`config.mk`:
```
export PLATFORM = sky130hd
export DESIGN_NAME = http_chunked_body_decoder_top
export DESIGN_NICKNAME = d
export VERILOG_FILES = /design/src/rtl/hcbd_pkg.sv /design/src/rtl/hcbd_front.sv /design/src/rtl/hcbd_queue.sv /design/src/rtl/hcbd_back.sv /design/src/rtl/http_chunked_body_decoder_top.sv
export SDC_FILE = /design/constraint.sdc
export NUM_CORES = 1
export LEC_CHECK = 0
export ABC_AREA = 1
export BUFFER_PORTS_ARGS = -buffer_cell sky130_fd_sc_hd__buf_2
export CAP_MARGIN = 20
export CORE_MARGIN = 5
export CORE_UTILIZATION = 40
export DETAILED_ROUTE_END_ITERATION = 10
export PLACE_DENSITY_LB_ADDON = 0.05
export SKIP_CTS_REPAIR_TIMING = 1
export SLEW_MARGIN = 0
export SYNTH_ARGS = -nofsm -noshare
export SYNTH_HDL_FRONTEND = slang
export SYNTH_SLANG_ARGS = --single-unit
```
`constraint.sdc`:
```
create_clock -name clock -period 5 [get_ports clock]
set_input_delay 1.5 -clock clock [delete_from_list [all_inputs] [get_ports clock]]
set_output_delay 1.5 -clock clock [all_outputs]
set_load 0.03 [all_outputs]
```
`src/rtl/hcbd_pkg.sv`:
```
// hcbd_pkg: types and constants shared by the chunked body decoder modules
// no dependencies
package hcbd_pkg;

   localparam logic [7:0] CHAR_NUL = 8'h00;
   localparam logic [7:0] CHAR_CR  = 8'h0d;
   localparam logic [7:0] CHAR_LF  = 8'h0a;

   localparam int HEX_DIGIT_BITS = 4;

   localparam logic [2:0] ST_ZERO         = 3'd0;
   localparam logic [2:0] ST_NO_SIZE_CRLF = 3'd1;
   localparam logic [2:0] ST_DATA_CUT     = 3'd2;
   localparam logic [2:0] ST_BAD_TRAILER  = 3'd3;
   localparam logic [2:0] ST_NUL          = 3'd4;
   localparam logic [2:0] ST_CLEAN        = 3'd5;

   localparam logic KIND_DATA = 1'b0;
   localparam logic KIND_END  = 1'b1;

   localparam int QUEUE_DEPTH = 4;
   localparam int QPTR_BITS   = $clog2(QUEUE_DEPTH);
   localparam int QCOUNT_BITS = QPTR_BITS + 1;

   typedef enum logic [5:0] {
      PH_LINE_START = 6'b000001,
      PH_SIZE       = 6'b000010,
      PH_DATA       = 6'b000100,
      PH_TRAIL_CR   = 6'b001000,
      PH_TRAIL_LF   = 6'b010000,
      PH_STOPPED    = 6'b100000
   } hcbd_phase_type;

   // results caused by one request
   typedef struct packed {
      logic       has_data;
      logic       has_end;
      logic [7:0] data_byte;
      logic [2:0] end_status;
   } hcbd_rec_type;

   typedef struct packed {
      logic empty;
      logic full;
   } hcbd_qstat_type;

   // bit 4 set when the byte is a hex digit, low bits the digit value
   function automatic logic [HEX_DIGIT_BITS:0] hex_decode(input logic [7:0] b);
      logic [HEX_DIGIT_BITS:0] r;
      r = '0;
      if (b >= 8'h30 && b <= 8'h39) begin
         r = {1'b1, 4'(b - 8'h30)};
      end else if (b >= 8'h61 && b <= 8'h66) begin
         r = {1'b1, 4'(b - 8'h57)};
      end else if (b >= 8'h41 && b <= 8'h46) begin
         r = {1'b1, 4'(b - 8'h37)};
      end
      return r;
   endfunction

endpackage

```
`src/rtl/hcbd_front.sv`:
```
// hcbd_front: accepts body bytes, runs the chunk framing state and
// pushes the results of each request into the queue; uses hcbd_pkg
module hcbd_front
   import hcbd_pkg::*;
#(
   parameter int SIZE_BITS   = 24,
   parameter int LENGTH_BITS = 22
) (
   input  logic                   clock,
   input  logic                   reset,
   input  logic                   req_valid,
   output logic                   req_ready,
   input  logic [7:0]             req_body_byte,
   input  logic                   req_body_end,
   input  hcbd_qstat_type         q_status,
   output logic                   push,
   output hcbd_rec_type           push_rec,
   output logic [LENGTH_BITS-1:0] push_len
);

   hcbd_phase_type         phase_ff, phase_in;
   logic [SIZE_BITS-1:0]   rem_ff, rem_in;
   logic                   open_ff, open_in;
   logic                   cr_ff, cr_in;
   logic [LENGTH_BITS-1:0] count_ff, count_in;
   logic [2:0]             reason_ff, reason_in;

   logic                   accept;
   logic                   at_start;
   logic [SIZE_BITS-1:0]   cur_rem;
   logic                   cur_open;
   logic                   cur_cr;
   logic [HEX_DIGIT_BITS:0] hex;
   logic                   hex_sat;

   assign req_ready = !q_status.full;
   assign accept    = req_valid && req_ready;
   assign at_start  = (phase_ff == PH_LINE_START);
   assign cur_rem   = at_start ? '0 : rem_ff;
   assign cur_open  = at_start ? 1'b1 : open_ff;
   assign cur_cr    = at_start ? 1'b0 : cr_ff;
   assign hex       = hex_decode(req_body_byte);
   assign hex_sat   = |cur_rem[SIZE_BITS-1 -: HEX_DIGIT_BITS];

   always_comb begin
      phase_in  = phase_ff;
      rem_in    = rem_ff;
      open_in   = open_ff;
      cr_in     = cr_ff;
      count_in  = count_ff;
      reason_in = reason_ff;
      push_rec  = '0;
      push_len  = count_ff;
      if (accept) begin
         unique case (phase_ff)
            PH_LINE_START, PH_SIZE: begin
               if (at_start && req_body_byte == CHAR_NUL) begin
                  phase_in  = PH_STOPPED;
                  reason_in = ST_NUL;
               end else if (cur_cr && req_body_byte == CHAR_LF) begin
                  cr_in   = 1'b0;
                  open_in = 1'b1;
                  rem_in  = cur_rem;
                  if (cur_rem == '0) begin
                     phase_in  = PH_STOPPED;
                     reason_in = ST_ZERO;
                  end else begin
                     phase_in = PH_DATA;
                  end
               end else begin
                  phase_in = PH_SIZE;
                  cr_in    = (req_body_byte == CHAR_CR);
                  rem_in   = cur_rem;
                  open_in  = cur_open;
                  if (cur_open) begin
                     if (!hex[HEX_DIGIT_BITS]) begin
                        open_in = 1'b0;
                     end else if (hex_sat) begin
                        rem_in = '1;
                     end else begin
                        rem_in = {cur_rem[SIZE_BITS-HEX_DIGIT_BITS-1:0],
                                  hex[HEX_DIGIT_BITS-1:0]};
                     end
                  end
               end
            end
            PH_DATA: begin
               if (count_ff != '1) begin
                  count_in = count_ff + 1'b1;
               end
               push_rec.has_data  = 1'b1;
               push_rec.data_byte = req_body_byte;
               if (rem_ff != '0) begin
                  rem_in = rem_ff - 1'b1;
               end
               if (rem_ff <= SIZE_BITS'(1)) begin
                  phase_in = PH_TRAIL_CR;
               end
            end
            PH_TRAIL_CR: begin
               if (req_body_byte == CHAR_CR) begin
                  phase_in = PH_TRAIL_LF;
               end else begin
                  phase_in  = PH_STOPPED;
                  reason_in = ST_BAD_TRAILER;
               end
            end
            PH_TRAIL_LF: begin
               if (req_body_byte == CHAR_LF) begin
                  phase_in = PH_LINE_START;
                  rem_in   = '0;
                  open_in  = 1'b1;
                  cr_in    = 1'b0;
               end else begin
                  phase_in  = PH_STOPPED;
                  reason_in = ST_BAD_TRAILER;
               end
            end
            default: begin
               phase_in = PH_STOPPED;
            end
         endcase

         push_len = count_in;
         if (req_body_end) begin
            push_rec.has_end = 1'b1;
            unique case (phase_in)
               PH_LINE_START:            push_rec.end_status = ST_CLEAN;
               PH_SIZE:                  push_rec.end_status = ST_NO_SIZE_CRLF;
               PH_DATA:                  push_rec.end_status = ST_DATA_CUT;
               PH_TRAIL_CR, PH_TRAIL_LF: push_rec.end_status = ST_BAD_TRAILER;
               default:                  push_rec.end_status = reason_in;
            endcase
            phase_in  = PH_LINE_START;
            rem_in    = '0;
            open_in   = 1'b1;
            cr_in     = 1'b0;
            count_in  = '0;
            reason_in = ST_CLEAN;
         end
      end
   end

   assign push = accept && (push_rec.has_data || push_rec.has_end);

   always_ff @(posedge clock) begin
      if (reset) begin
         phase_ff  <= PH_LINE_START;
         rem_ff    <= '0;
         open_ff   <= 1'b1;
         cr_ff     <= 1'b0;
         count_ff  <= '0;
         reason_ff <= ST_CLEAN;
      end else begin
         phase_ff  <= phase_in;
         rem_ff    <= rem_in;
         open_ff   <= open_in;
         cr_ff     <= cr_in;
         count_ff  <= count_in;
         reason_ff <= reason_in;
      end
   end

endmodule

```
`src/rtl/hcbd_queue.sv`:
```
// hcbd_queue: short result queue between the front and back parts
// uses hcbd_pkg
module hcbd_queue
   import hcbd_pkg::*;
#(
   parameter int LENGTH_BITS = 22
) (
   input  logic                   clock,
   input  logic                   reset,
   input  logic                   push,
   input  hcbd_rec_type           push_rec,
   input  logic [LENGTH_BITS-1:0] push_len,
   input  logic                   pop,
   output hcbd_rec_type           head_rec,
   output logic [LENGTH_BITS-1:0] head_len,
   output hcbd_qstat_type         q_status
);

   hcbd_rec_type           rec_mem [QUEUE_DEPTH];
   logic [LENGTH_BITS-1:0] len_mem [QUEUE_DEPTH];
   logic [QPTR_BITS-1:0]   wr_ptr_ff, wr_ptr_in;
   logic [QPTR_BITS-1:0]   rd_ptr_ff, rd_ptr_in;
   logic [QCOUNT_BITS-1:0] cnt_ff, cnt_in;
   logic                   do_push;
   logic                   do_pop;

   assign q_status.empty = (cnt_ff == '0);
   assign q_status.full  = (cnt_ff == QCOUNT_BITS'(QUEUE_DEPTH));
   assign do_push = push && !q_status.full;
   assign do_pop  = pop && !q_status.empty;
   assign head_rec = rec_mem[rd_ptr_ff];
   assign head_len = len_mem[rd_ptr_ff];

   always_comb begin
      wr_ptr_in = do_push ? wr_ptr_ff + 1'b1 : wr_ptr_ff;
      rd_ptr_in = do_pop ? rd_ptr_ff + 1'b1 : rd_ptr_ff;
      cnt_in    = cnt_ff;
      if (do_push && !do_pop) begin
         cnt_in = cnt_ff + 1'b1;
      end else if (do_pop && !do_push) begin
         cnt_in = cnt_ff - 1'b1;
      end
   end

   always_ff @(posedge clock) begin
      if (do_push) begin
         rec_mem[wr_ptr_ff] <= push_rec;
         len_mem[wr_ptr_ff] <= push_len;
      end
   end

   always_ff @(posedge clock) begin
      if (reset) begin
         wr_ptr_ff <= '0;
         rd_ptr_ff <= '0;
         cnt_ff    <= '0;
      end else begin
         wr_ptr_ff <= wr_ptr_in;
         rd_ptr_ff <= rd_ptr_in;
         cnt_ff    <= cnt_in;
      end
   end

endmodule

```
`src/rtl/hcbd_back.sv`:
```
// hcbd_back: takes queued results apart into single result items and
// holds them in the output register; uses hcbd_pkg
module hcbd_back
   import hcbd_pkg::*;
#(
   parameter int LENGTH_BITS = 22
) (
   input  logic                   clock,
   input  logic                   reset,
   input  hcbd_rec_type           head_rec,
   input  logic [LENGTH_BITS-1:0] head_len,
   input  hcbd_qstat_type         q_status,
   output logic                   pop,
   output logic                   rsp_valid,
   input  logic                   rsp_ready,
   output logic                   rsp_kind,
   output logic [7:0]             rsp_data_byte,
   output logic [2:0]             rsp_end_status,
   output logic [LENGTH_BITS-1:0] rsp_out_length,
   output logic                   rsp_run_last
);

   logic                   valid_ff, valid_in;
   logic                   done_ff, done_in;
   logic                   kind_ff, kind_in;
   logic [7:0]             data_ff, data_in;
   logic [2:0]             status_ff, status_in;
   logic [LENGTH_BITS-1:0] len_ff, len_in;
   logic                   last_ff, last_in;
   logic                   out_load;

   assign out_load = !valid_ff || rsp_ready;

   always_comb begin
      pop       = 1'b0;
      valid_in  = valid_ff;
      done_in   = done_ff;
      kind_in   = kind_ff;
      data_in   = data_ff;
      status_in = status_ff;
      len_in    = len_ff;
      last_in   = last_ff;
      if (out_load) begin
         valid_in = 1'b0;
         if (!q_status.empty) begin
            valid_in = 1'b1;
            len_in   = head_len;
            if (head_rec.has_data && !done_ff) begin
               kind_in   = KIND_DATA;
               data_in   = head_rec.data_byte;
               status_in = ST_ZERO;
               last_in   = !head_rec.has_end;
               if (head_rec.has_end) begin
                  done_in = 1'b1;
               end else begin
                  pop = 1'b1;
               end
            end else begin
               kind_in   = KIND_END;
               data_in   = '0;
               status_in = head_rec.end_status;
               last_in   = 1'b1;
               done_in   = 1'b0;
               pop       = 1'b1;
            end
         end
      end
   end

   always_ff @(posedge clock) begin
      if (reset) begin
         valid_ff <= 1'b0;
         done_ff  <= 1'b0;
      end else begin
         valid_ff <= valid_in;
         done_ff  <= done_in;
      end
   end

   always_ff @(posedge clock) begin
      kind_ff   <= kind_in;
      data_ff   <= data_in;
      status_ff <= status_in;
      len_ff    <= len_in;
      last_ff   <= last_in;
   end

   assign rsp_valid      = valid_ff;
   assign rsp_kind       = kind_ff;
   assign rsp_data_byte  = data_ff;
   assign rsp_end_status = status_ff;
   assign rsp_out_length = len_ff;
   assign rsp_run_last   = last_ff;

endmodule

```
`src/rtl/http_chunked_body_decoder_top.sv`:
```
// http_chunked_body_decoder_top: chunked transfer body decoder
// uses hcbd_pkg, hcbd_front, hcbd_queue, hcbd_back
//
//   channel | direction | fields
//   req     | in        | body_byte, body_end
//   rsp     | out       | kind, data_byte, end_status, out_length, run_last
//
// one request per cycle while req_ready is high; the front updates the framing state in the cycle
// a byte is taken, and the result passes through the queue into the output register
// a byte that ends a body while data runs gives two results, a data item
// and then an end item, in the output register; the four-entry queue absorbs that
// reset clears framing state, queue and output valid
// req_ready falls only when the queue is full
module http_chunked_body_decoder_top
   import hcbd_pkg::*;
#(
   parameter int SIZE_BITS   = 24,
   parameter int LENGTH_BITS = 22
) (
   input  logic                   clock,
   input  logic                   reset,
   input  logic                   req_valid,
   output logic                   req_ready,
   input  logic [7:0]             req_body_byte,
   input  logic                   req_body_end,
   output logic                   rsp_valid,
   input  logic                   rsp_ready,
   output logic                   rsp_kind,
   output logic [7:0]             rsp_data_byte,
   output logic [2:0]             rsp_end_status,
   output logic [LENGTH_BITS-1:0] rsp_out_length,
   output logic                   rsp_run_last
);

   hcbd_qstat_type         q_status;
   logic                   push;
   hcbd_rec_type           push_rec;
   logic [LENGTH_BITS-1:0] push_len;
   logic                   pop;
   hcbd_rec_type           head_rec;
   logic [LENGTH_BITS-1:0] head_len;

   hcbd_front #(
      .SIZE_BITS   (SIZE_BITS),
      .LENGTH_BITS (LENGTH_BITS)
   ) u_front (
      .clock         (clock),
      .reset         (reset),
      .req_valid     (req_valid),
      .req_ready     (req_ready),
      .req_body_byte (req_body_byte),
      .req_body_end  (req_body_end),
      .q_status      (q_status),
      .push          (push),
      .push_rec      (push_rec),
      .push_len      (push_len)
   );

   hcbd_queue #(
      .LENGTH_BITS (LENGTH_BITS)
   ) u_queue (
      .clock    (clock),
      .reset    (reset),
      .push     (push),
      .push_rec (push_rec),
      .push_len (push_len),
      .pop      (pop),
      .head_rec (head_rec),
      .head_len (head_len),
      .q_status (q_status)
   );

   hcbd_back #(
      .LENGTH_BITS (LENGTH_BITS)
   ) u_back (
      .clock          (clock),
      .reset          (reset),
      .head_rec       (head_rec),
      .head_len       (head_len),
      .q_status       (q_status),
      .pop            (pop),
      .rsp_valid      (rsp_valid),
      .rsp_ready      (rsp_ready),
      .rsp_kind       (rsp_kind),
      .rsp_data_byte  (rsp_data_byte),
      .rsp_end_status (rsp_end_status),
      .rsp_out_length (rsp_out_length),
      .rsp_run_last   (rsp_run_last)
   );

   a_no_pop_empty: assert property (@(posedge clock) disable iff (reset)
      pop |-> !q_status.empty)
      else $error("pop from empty queue");

   a_no_push_full: assert property (@(posedge clock) disable iff (reset)
      push |-> !q_status.full)
      else $error("push into full queue");

   a_end_form: assert property (@(posedge clock) disable iff (reset)
      rsp_valid && rsp_kind |-> rsp_run_last && rsp_data_byte == 8'h00)
      else $error("malformed end record");

   a_data_then_end: assert property (@(posedge clock) disable iff (reset)
      rsp_valid && rsp_ready && !rsp_kind && !rsp_run_last
      |=> rsp_valid && rsp_kind)
      else $error("end record did not follow its data result");

   a_reset_idle: assert property (@(posedge clock)
      reset |=> !rsp_valid)
      else $error("result valid right after reset");

endmodule
```
Word-level counts from Yosys, hierarchy flattened. Memories as Yosys holds them, arrays and structs flattened. A register that Yosys moved wholly into a read port is not among the register bits. Cells that the tools add are included.

Bits in registers: 79. Latch bits: 0. RAM bits: 140. Bits in read-only memories: 0. Output and inout port bits: 37. Word-level logic and storage cells: 154. Memories: 2.

Add/subtract/negate cells: 9. $mul: 0. Divide/modulo/power cells: 0. Order comparisons: 7. Eq/ne operators: 18. Shifts and indexed selects: 0. Mux-type cells: 67. Bitwise logic cells: 1. Reductions and logical operators: 35.

Memory list: u_queue.len_mem (depth 4, width 22, read ports 1, clocked after memory_dff 1, write ports 1, line hcbd_queue.sv:20) `logic [LENGTH_BITS-1:0] len_mem [QUEUE_DEPTH];`; u_queue.rec_mem (depth 4, width 13, read ports 1, clocked after memory_dff 1, write ports 1, line hcbd_queue.sv:19) `hcbd_rec_type rec_mem [QUEUE_DEPTH];`.

Operators by type and width (count): $mux 24 (9); $mux 22 (4); $pmux 24 s3 (1); $mux 6 (8); $mux 3 (9); $le 24x1->1 const B (1); $logic_not 24->1 (1); $mux 1 (24); $pmux 6 s4 (1); $reduce_bool 24->1 (1); $sub 24x1->24 const B (1); $add 22x1->22 const B (1); $ne 22x22->1 const B (1); $eq 8x4->1 const B (2); $ge 8x7->1 const B (2); $le 8x7->1 const B (2); $mux 5 (3); $mux 13 (1); $eq 6x1->1 const B (2); $eq 6x2->1 const B (2); $eq 6x3->1 const B (2); $eq 6x4->1 const B (2); $eq 6x5->1 const B (2); $logic_and 1x1->1 (12); other kinds (30) (43).

Logic depth before layout (Yosys ltp).
Word-level depth: 20. Depth in mapped cells: 16.

Hierarchy. From an unflattened synthesis, not the netlist that was laid out.

Cell total of the unflattened synthesis: 1377. Area, all modules: 12039.0 um2.

By module, submodules not included: hcbd_queue (instances 1, cells an instance 408, area each 5666.7 um2); hcbd_front (instances 1, cells an instance 892, area each 5073.6 um2); hcbd_back (instances 1, cells an instance 77, area each 1298.7 um2).

Worst setup path after synthesis. OpenSTA, ideal clock, no wires.

Path type: input to register. From: input port rsp_ready. To: register u_queue.cnt_ff[1]. Setup time: 0.116 ns. Arrival: 4.601 ns. Required time: 4.884 ns. Slack: 0.283 ns. Stages on the path: 8. Path buffers: 0. Cells stage by stage: nor2_1 > a21oi_1 > nand2_1 > ha_1 > inv_1 > fa_1 > o21ai_0 > nor2_1.

Longest elaborated chain between the ends: 6. Elaborated cells on any way between the ends: 8.

Ends and longest elaborated chain: start: declaration (line http_chunked_body_decoder_top.sv:27) `input logic rsp_ready,`; $logic_or 1x1->1 (line hcbd_back.sv:32) `assign out_load = !valid_ff || rsp_ready;`; $mux 1 (line hcbd_back.sv:43) `if (out_load) begin`; $logic_and 1x1->1 (line hcbd_queue.sv:30) `assign do_pop = pop && !q_status.empty;`; $logic_not 1->1 (line hcbd_queue.sv:38) `if (do_push && !do_pop) begin`; $logic_and 1x1->1 (line hcbd_queue.sv:38); $mux 3 (line hcbd_queue.sv:38); named net u_queue.cnt_in[1] (line hcbd_queue.sv:23) `logic [QCOUNT_BITS-1:0] cnt_ff, cnt_in;`; end signal: assignment (line hcbd_queue.sv:60) `cnt_ff <= cnt_in;`; end: declaration (line hcbd_queue.sv:23).

The timed path passes the listed nets, and every way through them passes these cells. A chain may end at the register's enable or synchronous reset.

Worst setup path in the final report.
From: input port req_body_byte[0]. To: register u_front.rem_ff[10].

Longest elaborated chain between the ends: 11. Elaborated cells on any way between the ends: 25.

Ends and longest elaborated chain: start: declaration (line http_chunked_body_decoder_top.sv:24) `input logic [7:0] req_body_byte,`; $ge 8x7->1 or $le 8x7->1 (tied branches) (line hcbd_pkg.sv:55) `end else if (b >= 8'h41 && b <= 8'h46) begin`; $logic_and 1x1->1 (line hcbd_pkg.sv:55); $mux 5 (line hcbd_pkg.sv:55); $mux 5 (line hcbd_pkg.sv:53) `end else if (b >= 8'h61 && b <= 8'h66) begin`; $mux 5 (line hcbd_pkg.sv:51) `if (b >= 8'h30 && b <= 8'h39) begin`; $mux 24 (line hcbd_front.sv:76) `if (!hex[HEX_DIGIT_BITS]) begin`; $mux 24 (line hcbd_front.sv:75) `if (cur_open) begin`; $mux 24 (line hcbd_front.sv:60) `end else if (cur_cr && req_body_byte == CHAR_LF) begin`; $mux 24 (line hcbd_front.sv:57) `if (at_start && req_body_byte == CHAR_NUL) begin`; $pmux 24 s3 (line hcbd_front.sv:55) `unique case (phase_ff)`; $mux 24 (line hcbd_front.sv:125) `if (req_body_end) begin`; end signal: assignment (line hcbd_front.sv:156) `rem_ff <= rem_in;`; end: declaration (line hcbd_front.sv:22) `logic [SIZE_BITS-1:0] rem_ff, rem_in;`.

Parallel ways exist; a longest one is shown, timed or not. The select of a mux whose other input is x is not followed.

==> run summary <==
Gate Count Post-Synth -> 1,356
Combinational Power Share -> 26.7%
Final Wtd Congestion -> 0.870
Die Area -> 0.0338 mm2
CTS clk-pin slew, worst paths -> 0.06 ns
Min cycle time layout -> 3.33 ns
CTS root buf -> clkbuf_16
Clk sink count -> 243
Final net count -> 1,421
Layout cells sized above 1 -> 14.8%
Peak supply drop -> 265 uV
Post-synth top flop -> edfxtp_1
Fin. max-slew vios -> 0
Switch share -> 34.2%
Critical-path top delay cell -> nand2_2
Area grow syn2layout -> 12.5%
Synth async-reset ratio -> 0%
Max-Cap Viols -> 0
Final setup vio count -> 0
Crit path required time -> 5.40 ns
Critical path class -> primary input to flop
HPWL Detailed -> 19.5 mm
Sequential Power Share -> 41.6%
Depth of the CTS H-tree -> 1
I/O pin count -> 50
DRC viols -> 0
Gr ovfl total -> 0
Setup crit start kind -> primary input
Via density -> 5.08
Outcome -> completed
EDFF count, synth -> 175
Ranking of synthesized cells by area -> edfxtp_1 (43%), dfxtp_1 (11%), nand2_1 (9.0%)
Die Wd -> 184 um
Clock Power Share -> 31.7%
Filler Cell Count -> 2,815
Worst Path Arrival -> 3.73 ns
CTS tree -> yes
Hold slack -> 0.459 ns
Final WL -> 29.5 mm
RSZ-0062 raised after global routing -> no
Worst reg-to-reg setup slack -> 1.89 ns
Critical Path Sink Type -> flop
CP max FO -> 25
Most frequent cells after synthesis -> nand2_1 (290), nor2_1 (182), edfxtp_1 (175)
Wire per inst -> 16.4 um
IO Port Bufs -> 49
Deepest clock path buffer count -> 3
CP top delay family -> simple AND/OR/NAND/NOR gates
Most used cell, CP -> nand2_1
CTS Buf Count -> 28
1st-iter DRT viols -> 604
#FFs+latches synth -> 243
TritonRoute pass-1 iters -> 5
Yosys warnings -> 0
Max-slew headroom -> 43.8%
Setup TNS -> 0 ns
Power Density -> 456 mW/mm2
Leak pwr -> 5.26 nW
CP Buf/Inv Count -> 3
Worst Clk Skew -> 0.0250 ns
GRT Util Overall -> 17.4%
First-pass GRT wire length -> 48.3 mm
Final non-filler cell total -> 1,807
Die height -> 184 um
Max frequency -> 301 MHz
Crit path cell chain -> buf_2 -> inv_1 -> ha_1 -> nor2_1 -> nand2_1 -> nand3_2 -> nand2_1 -> buf_4 -> nand2_2 -> nor2_1 -> nand2_1 -> nand2_1 -> nand2_1 -> nand2_1 -> a21oi_1
Vias in the first global route -> 8,848
Vias -> 9,173
Critical Path End -> u_front.rem_ff[10]
ANT nets after route -> 0
Clock Latency Late Sink -> 0.55 ns
Largest net degree at the start of global routing -> 46
Starting Density -> 40.7%
Largest stage delay on the critical path -> 0.37 ns
Sequential fraction of the synthesis area -> 54.7%
Mean post-synth cell area -> 8.92 um2
Worst Tran Pin Value -> 0.841 ns
Core Rows -> 63
Switch Pwr -> 2.12 mW
Cells on worst reg2reg path -> 15
Mapped Area -> 0.0121 mm2
Internal -> 4.09 mW
Final Hold Fails -> 0
Worst path depth -> 15
Placed cells -> 1,754
Initial antenna violation count -> 0
Core Area -> 0.0297 mm2
Post-Syn Nets -> 1,383
Reg-to-reg endpoint -> u_queue.cnt_ff[2]
Share of the synthesized area in the top cell type -> 43.4%
Synth cell types -> 47
Worst Setup SP -> req_body_byte[0]
Cell taking the most area after synthesis -> edfxtp_1
Final worst path period share -> 66.5%
HP Class -> flop to flop
Top-count cell post-synth -> nand2_1
[worst register-to-register path: cells and delay by family (launching register included)]
family,cells,cell delay [ns]
and+or+nand+nor,5,0.62
DFF,1,0.72
AOI/OAI and AO/OA,5,0.56
buffers and inverters,3,0.56
adders and majority gates,2,0.52
[logic make-up (layout without fill, tap and decap cells)]
group	after synthesis	in the layout	share of synthesized area, %
buffers and inverters	171	231	6.06
AND/OR/NAND/NOR	675	675	25.8
flip-flops	243	243	54.7
AO/OA/AOI/OAI	237	237	10.8
XOR/XNOR	16	16	1.16
other	0	1	0
adder cells (fa/ha/maj)	14	14	1.51
[stage by stage]
step                      utilization [%]  total power [mW]  area, um2  setup WS, ns
after floorplan                         -              3.81      12100         0.283
after global placement               42.8              4.30      12700          1.16
after detailed placement             42.8              4.32      12700          1.12
after CTS                            45.8              6.31      13600          1.68
after global routing                 45.8              6.59      13600          1.43
final                                45.8              6.21      13600          1.67
[registers in the layout, summed over array words and instances (netlist names), 2 cells and up, named ones only]
name,count
u_queue.rec_mem,52
u_queue.wr_ptr_ff,2
u_queue.rd_ptr_ff,2
u_front.count_ff,22
u_queue.cnt_ff,3
u_front.reason_ff,3
u_queue.len_mem,88
u_back.rsp_end_status,3
u_front.rem_ff,24
u_back.rsp_out_length,22
u_back.rsp_data_byte,8
u_front.phase_ff,6
[final cells by class]
type	instances	area, um2	share of cell area, %
Clock buffer	34	723	5.31
Timing Repair Buffer	65	390	2.87
Multi-Input combinational cell	942	4790	35.2
Clock inverter	18	173	1.27
Antenna cell	1	2.50	0.0184
Inverter	114	433	3.18
Tap cell	390	488	3.58
Sequential cell	243	6620	48.6
[metal layers]
metal	vias up	track usage, %	wire length [um]
met5	-	0	0
met1	4295	25.4	14500
li1	4664	-	-
met3	39	2.06	1170
met4	0	4.05	514
met2	175	27.9	13400
[worst min path at each step]
stage,to,startpoint,slack [ns],cells after the start
2_1_floorplan,u_front.reason_ff[0],u_front.reason_ff[0],0.43,2
3_3_place_gp,u_front.reason_ff[0],u_front.reason_ff[0],0.45,2
3_5_place_dp,u_front.reason_ff[0],u_front.reason_ff[0],0.45,2
4_1_cts,u_front.reason_ff[0],u_front.reason_ff[0],0.47,2
5_1_grt,u_front.rem_ff[21],u_front.rem_ff[21],0.51,2
6_report,u_front.reason_ff[0],u_front.reason_ff[0],0.46,2
[power by group through the flow]
stage          Clock, mW  Sequential [mW]  Combinational (mW)
4_1_cts             2.02             2.59                1.69
3_5_place_dp           0             2.63                1.69
6_report            1.97             2.59                1.66
2_1_floorplan          0             2.93               0.879
3_3_place_gp           0             2.63                1.67
5_1_grt             2.12             2.61                1.86
[layout by cell type, fill, tap and decap left out, drive strengths merged, types with 13 or more instances in the layout]
cell type and instances:
a21oi 92, buf 65, clkbuf 34, clkinv 14, dfxtp 68, edfxtp 175
ha 13, inv 112, nand2 301, nand3 129, nand4 23, nor2 198
nor3 14, o21ai 113, o22ai 25, xor2 16
(Power assumes the default switching activity.)
